## config.mk

```make
export PLATFORM = sky130hd
export DESIGN_NAME = floppy_head_stepper_status
export DESIGN_NICKNAME = d
export VERILOG_FILES = /design/src/rtl/core/fhss_pkg.sv /design/src/rtl/core/floppy_head_stepper_status.sv
export SDC_FILE = /design/constraint.sdc
export NUM_CORES = 1
export LEC_CHECK = 0
export ABC_AREA = 1
export BUFFER_PORTS_ARGS = -buffer_cell sky130_fd_sc_hd__buf_2
export CAP_MARGIN = 25
export CORE_MARGIN = 10
export CORE_UTILIZATION = 55
export DETAILED_ROUTE_END_ITERATION = 10
export PLACE_DENSITY = 0.73
export SLEW_MARGIN = 15
export SYNTH_ARGS = -nofsm -noshare
export SYNTH_HDL_FRONTEND = slang
export SYNTH_SLANG_ARGS = --single-unit
```

## constraint.sdc

```tcl
create_clock -name clk_i -period 8.3 [get_ports clk_i]
set_input_delay 2.49 -clock clk_i [delete_from_list [all_inputs] [get_ports clk_i]]
set_output_delay 2.49 -clock clk_i [all_outputs]
set_load 0.01 [all_outputs]
```

## src/rtl/core/fhss_pkg.sv

```systemverilog
// Shared types, constants and the phase decode for the floppy head stepper status block.
package fhss_pkg;

  localparam int unsigned NumDrives   = 2;
  localparam int unsigned PosWidth    = 11;
  localparam int unsigned StepWidth   = 10;
  localparam int unsigned TimerWidth  = 20;
  localparam int unsigned TrackWidth  = 7;
  localparam int unsigned CfgIdxWidth = 2;
  localparam int unsigned CfgWidth    = 20;
  localparam int unsigned InWidth     = 16;
  localparam int unsigned OutWidth    = 32;

  localparam logic signed [PosWidth-1:0]   PosReset    = 11'sd376;
  localparam logic signed [PosWidth-1:0]   PosFloor    = -11'sd512;
  localparam logic signed [PosWidth:0]     TrackOrigin = 12'sd12;
  localparam logic signed [8:0]            TrackFirst  = -9'sd1;
  localparam logic signed [8:0]            TrackLast   = 9'sd45;
  localparam logic [TimerWidth-1:0]        TimerMax    = '1;

  localparam logic [StepWidth-1:0]  MaxStepReset  = 10'd432;
  localparam logic [StepWidth-1:0]  CalStepReset  = 10'd12;
  localparam logic [StepWidth-1:0]  HomeStepReset = 10'd376;
  localparam logic [TimerWidth-1:0] MotorDlyReset = 20'd240000;

  localparam logic [1:0] DriveBoth = 2'd2;
  localparam logic [1:0] DriveNone = 2'd3;

  typedef enum logic [CfgIdxWidth-1:0] {
    CfgMaxStep  = 2'd0,
    CfgCalStep  = 2'd1,
    CfgHomeStep = 2'd2,
    CfgMotorDly = 2'd3
  } cfg_reg_e;

  typedef enum logic [1:0] {
    SnsWrProt   = 2'd0,
    SnsEjLatch  = 2'd1,
    SnsCal      = 2'd2,
    SnsDiskIn   = 2'd3
  } sns_sel_e;

  typedef struct packed {
    logic       vld;
    logic [1:0] st;
  } phase_dec_t;

  // Quarter-step state from PH0..PH3 (bit3 = PH0); only two adjacent phases count.
  function automatic phase_dec_t phase_decode(input logic [3:0] ph);
    phase_dec_t res;
    res = '{vld: 1'b1, st: 2'd0};
    case (ph)
      4'b1100: res.st = 2'd0;
      4'b0110: res.st = 2'd1;
      4'b0011: res.st = 2'd2;
      4'b1001: res.st = 2'd3;
      default: res.vld = 1'b0;
    endcase
    return res;
  endfunction

endpackage

```

## src/rtl/core/floppy_head_stepper_status.sv

```systemverilog
// Top level: pin-sample decoder for head stepping, eject, motor delay and SNS status.
// Each input transfer's result is registered in the output register and shown in the next cycle.
// Throughput: one sample per cycle; the input is ready whenever the output register is
//   empty or being drained in the same cycle, so a stalled sink holds back only one result.
// Reset (rst_ni low, async): head counters to 376, config registers to their defaults,
//   all other state cleared, last selected drive set to none, output register empty.
module floppy_head_stepper_status (
  input  logic                              clk_i,
  input  logic                              rst_ni,
  // configuration write port
  input  logic                              cfg_we_i,
  input  logic [fhss_pkg::CfgIdxWidth-1:0]  cfg_idx_i,
  input  logic [fhss_pkg::CfgWidth-1:0]     cfg_data_i,
  // pin samples
  input  logic                              s_axis_tvalid_i,
  output logic                              s_axis_tready_o,
  // [3:0] phase_lines, [4] head_select, [6:5] drive_enable_n, [8:7] motor_lines,
  // [10:9] eject_button_n, [12:11] disk_present, [14:13] write_protect, [15] unused
  input  logic [fhss_pkg::InWidth-1:0]      s_axis_tdata_i,
  // status results
  output logic                              m_axis_tvalid_o,
  input  logic                              m_axis_tready_i,
  // [0] sns, [2:1] drive_selected, [9:3] track, [20:10] head_position, [22:21] cal_flags,
  // [24:23] motor_on, [25] led, [27:26] eject_latched, [29:28] eject_event, [31:30] zero
  output logic [fhss_pkg::OutWidth-1:0]     m_axis_tdata_o
);
  import fhss_pkg::*;

  // ---------------- configuration registers ----------------
  logic [StepWidth-1:0]  max_step_q, cal_step_q, home_step_q;
  logic [TimerWidth-1:0] motor_dly_q;

  always_ff @(posedge clk_i or negedge rst_ni) begin
    if (!rst_ni) begin
      max_step_q  <= MaxStepReset;
      cal_step_q  <= CalStepReset;
      home_step_q <= HomeStepReset;
      motor_dly_q <= MotorDlyReset;
    end else if (cfg_we_i) begin
      case (cfg_reg_e'(cfg_idx_i))
        CfgMaxStep:  max_step_q  <= cfg_data_i[StepWidth-1:0];
        CfgCalStep:  cal_step_q  <= cfg_data_i[StepWidth-1:0];
        CfgHomeStep: home_step_q <= cfg_data_i[StepWidth-1:0];
        CfgMotorDly: motor_dly_q <= cfg_data_i;
        default: ;
      endcase
    end
  end

  // limits as signed positions for compare against the head counters
  logic signed [PosWidth-1:0] max_pos, cal_pos, home_pos;
  assign max_pos  = $signed({1'b0, max_step_q});
  assign cal_pos  = $signed({1'b0, cal_step_q});
  assign home_pos = $signed({1'b0, home_step_q});

  // ---------------- handshake ----------------
  logic out_vld_q;
  logic in_fire;
  assign s_axis_tready_o = !out_vld_q || m_axis_tready_i;
  assign in_fire         = s_axis_tvalid_i && s_axis_tready_o;

  // ---------------- input unpack ----------------
  logic [3:0] ph;
  logic       hds;
  logic [1:0] den_n, mt, btn_n, disk, wp;
  assign ph    = s_axis_tdata_i[3:0];
  assign hds   = s_axis_tdata_i[4];
  assign den_n = s_axis_tdata_i[6:5];
  assign mt    = s_axis_tdata_i[8:7];
  assign btn_n = s_axis_tdata_i[10:9];
  assign disk  = s_axis_tdata_i[12:11];
  assign wp    = s_axis_tdata_i[14:13];

  // ---------------- per-drive state ----------------
  logic signed [PosWidth-1:0] pos_q [NumDrives];
  logic signed [PosWidth-1:0] pos_d [NumDrives];
  logic [1:0]                 lphase_q [NumDrives];
  logic [1:0]                 lphase_d [NumDrives];
  logic [NumDrives-1:0]       resync_q, resync_d;
  logic [NumDrives-1:0]       ej_latch_q, ej_latch_d;
  logic [NumDrives-1:0]       motor_q, motor_d;
  logic [NumDrives-1:0]       armed_q, armed_d;
  logic [TimerWidth-1:0]      timer_q [NumDrives];
  logic [TimerWidth-1:0]      timer_d [NumDrives];
  logic [1:0]                 last_drv_q, last_drv_d;

  // ---------------- next state and result ----------------
  logic [1:0]                 drv_sel;
  logic                       single;
  logic                       dsel;
  phase_dec_t                 pdec;
  logic [1:0]                 delta;
  logic [TimerWidth-1:0]      tmr_inc;
  logic [NumDrives-1:0]       ev, cal;
  logic                       sns;
  logic signed [PosWidth:0]   trk_diff;
  logic signed [8:0]          trk_full;
  logic [TrackWidth-1:0]      trk;
  logic [PosWidth-1:0]        pos_out;

  always_comb begin
    // decode of the active-low selects: 0/1 single drive, 2 both, 3 none
    case (den_n)
      2'b01:   drv_sel = 2'd1;
      2'b10:   drv_sel = 2'd0;
      2'b00:   drv_sel = DriveBoth;
      default: drv_sel = DriveNone;
    endcase
    single = !drv_sel[1];
    dsel   = drv_sel[0];
    pdec   = phase_decode(ph);
    delta  = pdec.st - lphase_q[dsel];

    pos_d      = pos_q;
    lphase_d   = lphase_q;
    resync_d   = resync_q;
    ej_latch_d = ej_latch_q;
    motor_d    = motor_q;
    armed_d    = armed_q;
    timer_d    = timer_q;
    last_drv_d = last_drv_q;
    ev         = '0;
    cal        = '0;
    tmr_inc    = '0;

    // stepper: first valid pattern after a drive change (or after a bad one seen on a drive change) only records
    if (single) begin
      if (pdec.vld) begin
        if (resync_q[dsel] || (drv_sel != last_drv_q)) begin
          resync_d[dsel] = 1'b0;
        end else if (delta == 2'd1) begin
          if (pos_q[dsel] < max_pos) pos_d[dsel] = pos_q[dsel] + 11'sd1;
        end else if (delta == 2'd3) begin
          if (pos_q[dsel] > PosFloor) pos_d[dsel] = pos_q[dsel] - 11'sd1;
        end
        lphase_d[dsel] = pdec.st;
      end else if (drv_sel != last_drv_q) begin
        resync_d[dsel] = 1'b1;
      end
      last_drv_d = drv_sel;
    end

    // motor delay: timer runs while armed, saturating; change lands once it reaches delay
    for (int d = 0; d < NumDrives; d++) begin
      tmr_inc = timer_q[d];
      if (armed_q[d] && (timer_q[d] != TimerMax)) tmr_inc = timer_q[d] + 1'b1;
      timer_d[d] = tmr_inc;
      if (mt[d] != motor_q[d]) begin
        if (!armed_q[d]) begin
          armed_d[d] = 1'b1;
          timer_d[d] = '0;
        end else if (tmr_inc >= motor_dly_q) begin
          motor_d[d] = mt[d];
          armed_d[d] = 1'b0;
          timer_d[d] = '0;
        end
      end
    end

    // eject at the forward limit with a disk inserted
    if (single && (pos_d[dsel] >= max_pos) && disk[dsel]) begin
      pos_d[dsel]   = home_pos;
      motor_d[dsel] = 1'b0;
      ev[dsel]      = 1'b1;
    end

    // button latch, cleared by PH2 while selected; CAL from post-eject position
    for (int d = 0; d < NumDrives; d++) begin
      if (!btn_n[d]) begin
        ej_latch_d[d] = 1'b1;
      end else if (ph[1] && ((single && (dsel == d[0])) || (drv_sel == DriveBoth))) begin
        ej_latch_d[d] = 1'b0;
      end
      cal[d] = (pos_d[d] <= cal_pos);
    end

    // track = floor((pos - 12) / 8) clamped
    trk_diff = {pos_d[dsel][PosWidth-1], pos_d[dsel]} - TrackOrigin;
    trk_full = trk_diff[PosWidth:3];
    if (trk_full < TrackFirst)     trk_full = TrackFirst;
    else if (trk_full > TrackLast) trk_full = TrackLast;

    case (sns_sel_e'({ph[3], hds}))
      SnsWrProt:  sns = wp[dsel];
      SnsEjLatch: sns = ej_latch_d[dsel];
      SnsCal:     sns = cal[dsel];
      SnsDiskIn:  sns = disk[dsel] & !ev[dsel];
      default:    sns = 1'b0;
    endcase

    trk     = trk_full[TrackWidth-1:0];
    pos_out = pos_d[dsel];
    if (!single) begin
      sns     = 1'b0;
      trk     = '0;
      pos_out = '0;
    end
  end

  // ---------------- state registers ----------------
  always_ff @(posedge clk_i or negedge rst_ni) begin
    if (!rst_ni) begin
      for (int d = 0; d < NumDrives; d++) begin
        pos_q[d]    <= PosReset;
        lphase_q[d] <= '0;
        timer_q[d]  <= '0;
      end
      resync_q   <= '0;
      ej_latch_q <= '0;
      motor_q    <= '0;
      armed_q    <= '0;
      last_drv_q <= DriveNone;
    end else if (in_fire) begin
      pos_q      <= pos_d;
      lphase_q   <= lphase_d;
      timer_q    <= timer_d;
      resync_q   <= resync_d;
      ej_latch_q <= ej_latch_d;
      motor_q    <= motor_d;
      armed_q    <= armed_d;
      last_drv_q <= last_drv_d;
    end
  end

  // ---------------- result register ----------------
  logic [OutWidth-1:0] out_data_q;

  always_ff @(posedge clk_i or negedge rst_ni) begin
    if (!rst_ni) begin
      out_vld_q <= 1'b0;
    end else if (s_axis_tready_o) begin
      out_vld_q <= s_axis_tvalid_i;
    end
  end

  always_ff @(posedge clk_i) begin
    if (in_fire) begin
      out_data_q <= {2'b00, ev, ej_latch_d, |motor_d, motor_d, cal,
                     pos_out, trk, drv_sel, sns};
    end
  end

  assign m_axis_tvalid_o = out_vld_q;
  assign m_axis_tdata_o  = out_data_q;

endmodule
```

==> impl_results.md, run 1 <==
- Post-synthesis compound-gate area fraction: 0.122
- Hold crit path type: flip-flop to flip-flop
- DP HPWL: 26,600 um
- # fillers: approximately 1,600
- Status: complete, but fails checks
- Slew headroom: 0.365
- Root Buffer: clkbuf_16
- Req. time, crit path: 8.49 ns
- First-pass DRT Iterations: 7
- Vias in the first global route: 11,698
- IO Pins: 77
- Reg2reg start: pos_q[8]$_DFFE_PN1P_
- Layout area overhead: 30.0%
- Xor/xnor share of the synthesized area: 0.0337
- Clk_skew: 0.00934 ns
- Post-synth EDFFs: 30
- Worst Path Arrival: 8.49 ns
- Largest family of logic cells by synthesized area: simple AND/OR/NAND/NOR gates
- Crit path top cell by count: nand2_1
- Nets: between 2,000 and 2,500
- Setup WS post-layout: -0.00249 ns
- Vias/cell: about 5.4
- Worst Setup End Kind: flip-flop
- Final WL: between 30,000 and 40,000 um
- Layout cell share with drive strength beyond 1: 0.282
- CP Launch Type: input port
- Post-synthesis mux area share: 0.00353
- Placed insts: 2,138
- Die H: 166 um
- Clock transition at path regs: 0.07 ns
- Worst slew pin tran: about 0.95 ns
- Non-filler instance count after layout: 2,198
- Avg Inst Size Synth: roughly 7.2 um2
- R2R cell count: between 40 and 50
- Largest net degree at the start of global routing: 81
- Number of diodes: 0
- First-pass GRT wire length: roughly 57,000 um
- Max Cap Violations: 0
- WHS Path Cells: 2
- Antenna Nets Post-Route: 0
- Final critical-path share of the clock period: 1.00
- Multi-input logic area: slightly below 7000 um2
- Max Slew Vio Count: 0
- Max IR drop VDD: around 0.16 mV
- Final hold viol count: 0
- Via count: 11,826
- Top FF cell, synth: dfrtp_1
- CP Max Fanout: 7
- RSZ-0062 raised after global routing: true
- WHS: 0.474 ns
- CTS max path bufs: 2
- Final setup vio count: 1
- Register Area: 4120 um2
- Antenna violations before repair: 0
- Initial core utilization: 0.559
- Total global routing overflow: 0
- Adder-Cell Fraction of Synth Area: 0.0930
- Die Wd: 166 um
- Final GP Congestion: 0.933
- CP max stage cell: ha_1
- Total CTS buffers: 17
- Slowest stage delay, CP: 0.30 ns
- Worst skew pair latency: 0.44 ns
- Core area: around 21,000 um2
- Yosys cell types: 56
- DR DRC count: 0
- Reg-to-reg endpoint: m_axis_tdata_o[0]$_SDFFCE_PN0P_
- Simple-Gate Fraction of Synth Area: 0.296
- Hold_sp: last_drv_q[1]$_DFFE_PN1P_
- DR WL/cell: 16.0 um
- Cells after Synth: 1,622
- Gr usage total: 0.249
- Post-synthesis register bit count: 157
- Final period demand of the worst path: 8.30 ns
- Leak: about 0.0078 uW
- H-tree lvl count: 4
- Syn. warnings: 0
- TritonCTS clock tree: done
- Synthesized cell area: approximately 12,000 um2
- Ys async rst share: 0.809
- F_max: 120 MHz
- I/O Buffers: between 70 and 80
- Clock sinks: 157
- Initial drt markers: 828
- Failing checks: negative setup slack
- Internal reg-to-reg setup slack: ~2.0 ns
- CP Class: input port to flip-flop
- Hold EP: last_drv_q[1]$_DFFE_PN1P_
- Rows: 53
- Pwr Density: 277 nW/um2
- Seq/Total Area, Yosys: 0.352
- Die Area: 27,500 um2
synthesized netlist by cell type (4+ instances only):
| cell | instances | share of area |
|---|---|---|
| nand2_1 | 426 | 0.14 |
| inv_1 | 230 | 0.074 |
| nand3_1 | 144 | 0.062 |
| o21ai_0 | 141 | 0.060 |
| dfrtp_1 | 97 | 0.21 |
| nor2_1 | 97 | 0.031 |
| ha_1 | 87 | 0.093 |
| a21oi_1 | 69 | 0.029 |
| xor2_1 | 43 | 0.032 |
| clkbuf_1 | 34 | 0.011 |
| dfstp_2 | 30 | 0.067 |
| edfxtp_1 | 30 | 0.077 |
| nand2_2 | 29 | 0.015 |
| nand4_1 | 19 | 0.010 |
| nor3_1 | 18 | 0.0077 |
| a31oi_1 | 11 | 0.0059 |
| buf_1 | 7 | 0.0022 |
| nand3_2 | 7 | 0.0060 |
| nand2_4 | 6 | 0.0058 |
| nor2_2 | 6 | 0.0032 |
| nor2_4 | 6 | 0.0058 |
| o21ai_2 | 6 | 0.0045 |
| and2_1 | 5 | 0.0027 |
| buf_2 | 5 | 0.0021 |
| buf_4 | 5 | 0.0032 |
| nor4_1 | 5 | 0.0027 |
| buf_6 | 4 | 0.0038 |
| o211ai_1 | 4 | 0.0026 |
| o31ai_1 | 4 | 0.0026 |
logic make-up (layout without fill, tap and decap cells):
family	count (synthesis)	in the layout
other	1	2
AO/OA/AOI/OAI	261	261
buffers and inverters	292	591
flip-flops	157	157
AND/OR/NAND/NOR	775	776
adder cells (fa/ha/maj)	87	87
multiplexers	4	4
XOR/XNOR	45	45
per-stage QoR:
step	total power [uW]	instance area, um2	utilization	setup WS (ns)	TNS (ns)
3_5_place_dp	3170	13900	0.662	-0.789	-3.26
6_report	4220	15200	0.726	-0.00249	-0.00249
3_3_place_gp	3100	13900	0.662	-0.738	-2.54
5_1_grt	4540	15200	0.726	-0.407	-0.640
4_1_cts	4060	14800	0.704	0.00908	0
2_1_floorplan	2320	11800	-	0.0222	0
worst max-delay path by stage:
stage | start | endpoint | slack [ns] | depth (start not counted)
finish | s_axis_tdata_i[6] | m_axis_tdata_o[0]$_SDFFCE_PN0P_ | -0.002 | 51
global route | s_axis_tdata_i[6] | m_axis_tdata_o[0]$_SDFFCE_PN0P_ | -0.41 | 58
CTS | s_axis_tdata_i[6] | m_axis_tdata_o[0]$_SDFFCE_PN0P_ | 0.009 | 57
detailed placement | s_axis_tdata_i[5] | m_axis_tdata_o[0]$_SDFFCE_PN0P_ | -0.79 | 48
global placement | s_axis_tdata_i[5] | m_axis_tdata_o[0]$_SDFFCE_PN0P_ | -0.74 | 48
floorplan | s_axis_tdata_i[6] | m_axis_tdata_o[0]$_SDFFCE_PN0P_ | 0.02 | 54
power by group:
part / internal (uW) / switching, uW
logic: 1000 / 1270
clock network: 444 / 362
registers: 999 / 143
total: 2450 / 1770
placed cells by master (no fill, tap or decap), types with 5 or more instances in the layout:
master	netlist	layout
a21oi_1	69	60
a21oi_2	1	9
a31oi_1	11	10
buf_2	5	70
buf_4	5	236
buf_6	4	11
clkbuf_16	0	18
dfrtp_1	97	97
dfstp_2	30	30
edfxtp_1	30	30
ha_1	87	73
ha_4	0	12
inv_1	230	222
inv_2	3	7
inv_6	0	5
nand2_1	426	398
nand2_2	29	47
nand2_4	6	17
nand3_1	144	138
nand3_2	7	11
nand4_1	19	19
nor2_1	97	92
nor2_2	6	11
nor2_4	6	6
nor3_1	18	17
nor4_1	5	5
o21ai_0	141	129
o21ai_1	3	9
o21ai_2	6	10
xor2_1	43	43
what timing repair did:
item,in CTS,in global routing
setup buffers,11,17
gates cloned,1,0
resized for setup,53,78
setup endpoints to repair,2,9
hold buffers,0,0
pin swaps,27,60
critical path: cells and delay by family:
kind	cells	cell delay [ns]
mux	1	0.15
buf+inv	10	1.09
compound gates	13	1.89
simple gates	23	1.87
fa+ha+maj	4	0.98
registers in the layout, indices dropped and copies added, names as in the netlist, named ones only:
name,cells
armed_q,2
lphase_q,4
cal_step_q,10
motor_dly_q,20
home_step_q,10
ej_latch_q,2
motor_q,2
m_axis_tdata_o,30
m_axis_tvalid_o,1
timer_q,40
last_drv_q,2
pos_q,22
max_step_q,10
routing by layer:
metal / track usage / wire length [um]
met5: 0 / 0
met4: 0.0913 / 1080
met3: 0.0324 / 1580
met2: 0.455 / 18100
met1: 0.291 / 14400
cell type report:
cell class                 count  area share
clock inverter                13     0.00953
clock buffer                  19      0.0298
inverter                     236      0.0592
tap                          275      0.0226
timing repair buffer         323       0.154
multi-input combinational   1175       0.454
sequential                   157       0.270
Power figures use the tool's default switching activity.
==> run 2, diff against run 1 <==
- PLACE_DENSITY: 0.73 -> 0.78
==> run 2 against run 1 <==
  * The run ends with design-rule violations, negative setup slack left
  * Global-route usage is 1.2 points higher
  * Flip-flop and latch count unchanged
  * Setup slack got worse by 0.72 ns
  * Core utilization grew 2.3 points
  * Count of clock-buffer cells in the layout fell by 1
  * Clock skew is 0.0031 ns higher
  * Die area unchanged
  * Fmax is 7.9% lower
  * Power increased by 5.7%
  * Non-clock buffer count is 35 higher
  * Cell area increased by 3.1%
  * Sequential share of layout area down 0.82 points
  * Critical path type unchanged
  * Largest cell class unchanged
==> impl_results.md, run 2 (same netlist as run 1, synthesis figures left out) <==
- Antenna Nets Post-Route: 0
- IO Pins: 77
- Pwr Density: 284 nW/um2
- Worst skew pair latency: 0.44 ns
- Slew headroom: 0.468
- Final WL: between 40,000 and 50,000 um
- First-pass GRT wire length: just over 60,000 um
- Largest net degree at the start of global routing: 85
- WHS Path Cells: 2
- Clock sinks: 157
- Hold crit path type: flip-flop to flip-flop
- Max IR drop VDD: ~0.20 mV
- CTS max path bufs: 2
- Rows: 53
- TritonCTS clock tree: done
- Gr usage total: 0.262
- Root Buffer: clkbuf_16
- I/O Buffers: 73
- Die Area: between 20,000 and 30,000 um2
- CP Class: input port to flip-flop
- Final hold viol count: 0
- Setup WS post-layout: -0.718 ns
- Die H: 166 um
- Failing checks: design-rule violations, negative setup slack
- Nets: about 2,100
- CP Launch Type: input port
- WHS: roughly 0.48 ns
- Max Slew Vio Count: 0
- Final period demand of the worst path: 9.02 ns
- Placed insts: 2,141
- R2R cell count: 47
- Total global routing overflow: 0
- DR WL/cell: 18.0 um
- Max Cap Violations: 0
- GR Layer Usage met1: 0.295
- Commonest cells after routing, fill and taps aside: nand2_1, buf_4, inv_1
- Via count: about 13,000
- Final critical-path share of the clock period: 1.09
- Max FFs per register: 40
- Vias/cell: 5.68
- Antenna violations before repair: 0
- Worst Path Arrival: 9.21 ns
- Fin Setup TNS: -1.19 ns
- Die Wd: 166 um
- Initial drt markers: 1,288
- Met3 Track Usage GR: 0.0516
- F_max: ~110 MHz
- Core area: about 21,000 um2
- Routing usage on met2: 0.455
- Vias in the first global route: ~12,000
- Final setup vio count: 3
- Clock transition at path regs: 0.07 ns
- Total Power: between 4000 and 5000 uW
- GRT busiest layer: met2
- Dpl ws: -0.943 ns
- Status: complete, but fails checks
- Crit path top cell by count: nand2_1
- Non-filler instance count after layout: around 2,200
- Layout area overhead: 34.1%
- Total CTS buffers: 17
- Initial core utilization: 0.559
- Number of diodes: 0
- Worst slew pin tran: 0.797 ns
- CP Max Fanout: 7
- Hold-fix buffers, CTS: 0
- Slowest stage delay, CP: about 0.43 ns
- Largest Register: timer_q
- DR DRC count: 1
- CP max stage cell: a41oi_2
- Leak: 0.00799 uW
- Req. time, crit path: 8.49 ns
- Final GP Congestion: between 0.9 and 1
- Clk_skew: 0.0125 ns
- Worst Setup End Kind: flip-flop
- RSZ-0062 raised after global routing: true
- H-tree lvl count: 4
- First-pass DRT Iterations: 11
- DP HPWL: 26,100 um
- Layout cell share with drive strength beyond 1: 0.309
- Commonest non-fill, non-tap cell in the layout: nand2_1
run 2: cell count changes in the layout (fill, tap and decap cells not counted), sizes merged:
cell      change
buf          +35
clkinv        +1
clkinvlp      +1
inv           -2
bufinv        +1
clkbuf        -1
run 2: power by group:
part,internal [uW],total [uW],switching [uW]
registers,999,1150,148
logic,1080,2490,1410
clock network,457,821,364
total,2530,4460,1930
run 2: worst paths after layout:
check                      slack, ns                 startpoint                         endpoint
max                            -0.72          s_axis_tdata_i[6]  m_axis_tdata_o[0]$_SDFFCE_PN0P_
min                             0.48  last_drv_q[1]$_DFFE_PN1P_        last_drv_q[1]$_DFFE_PN1P_
max reg2reg                     1.39       pos_q[8]$_DFFE_PN1P_  m_axis_tdata_o[0]$_SDFFCE_PN0P_
min reg2reg                     0.48  last_drv_q[1]$_DFFE_PN1P_        last_drv_q[1]$_DFFE_PN1P_
max in group asynchronous       5.21                     rst_ni          timer_q[28]$_DFFE_PN0P_
min in group asynchronous       1.99                     rst_ni        ej_latch_q[0]$_DFFE_PN0P_
run 2: cell type report:
class	count	area [um2]
multi-input combinational	1175	7050
inverter	236	896
tap	275	344
timing repair buffer	358	2690
sequential	157	4120
fill	1413	5260
clock inverter	14	179
clock buffer	18	429
run 2: critical path, delay by kind of cell:
family          cells  cell delay [ns]
buf+inv            11             1.15
fa+ha+maj           4             0.92
compound gates     11             1.87
simple gates       27             2.75
run 2: routing by layer:
| metal | up-vias | share of wire |
|---|---|---|
| met5 | - | 0 |
| met4 | 0 | 0.063 |
| met3 | 202 | 0.080 |
| met2 | 645 | 0.49 |
| met1 | 5906 | 0.37 |
| li1 | 5940 | - |
run 2: what timing repair did:
action | in CTS | in global routing
pin swaps | 54 | 53
setup buffers | 39 | 19
endpoints found under the setup margin | 2 | 9
gates resized for setup | 78 | 73
cloned | 2 | 1
run 2: metrics by stage:
| stage | cell area [um2] | utilization |
|---|---|---|
| 2_1_floorplan | 11800 | - |
| 4_1_cts | 15200 | 0.727 |
| 6_report | 15700 | 0.749 |
| 3_3_place_gp | 13900 | 0.666 |
| 5_1_grt | 15700 | 0.749 |
| 3_5_place_dp | 13900 | 0.666 |
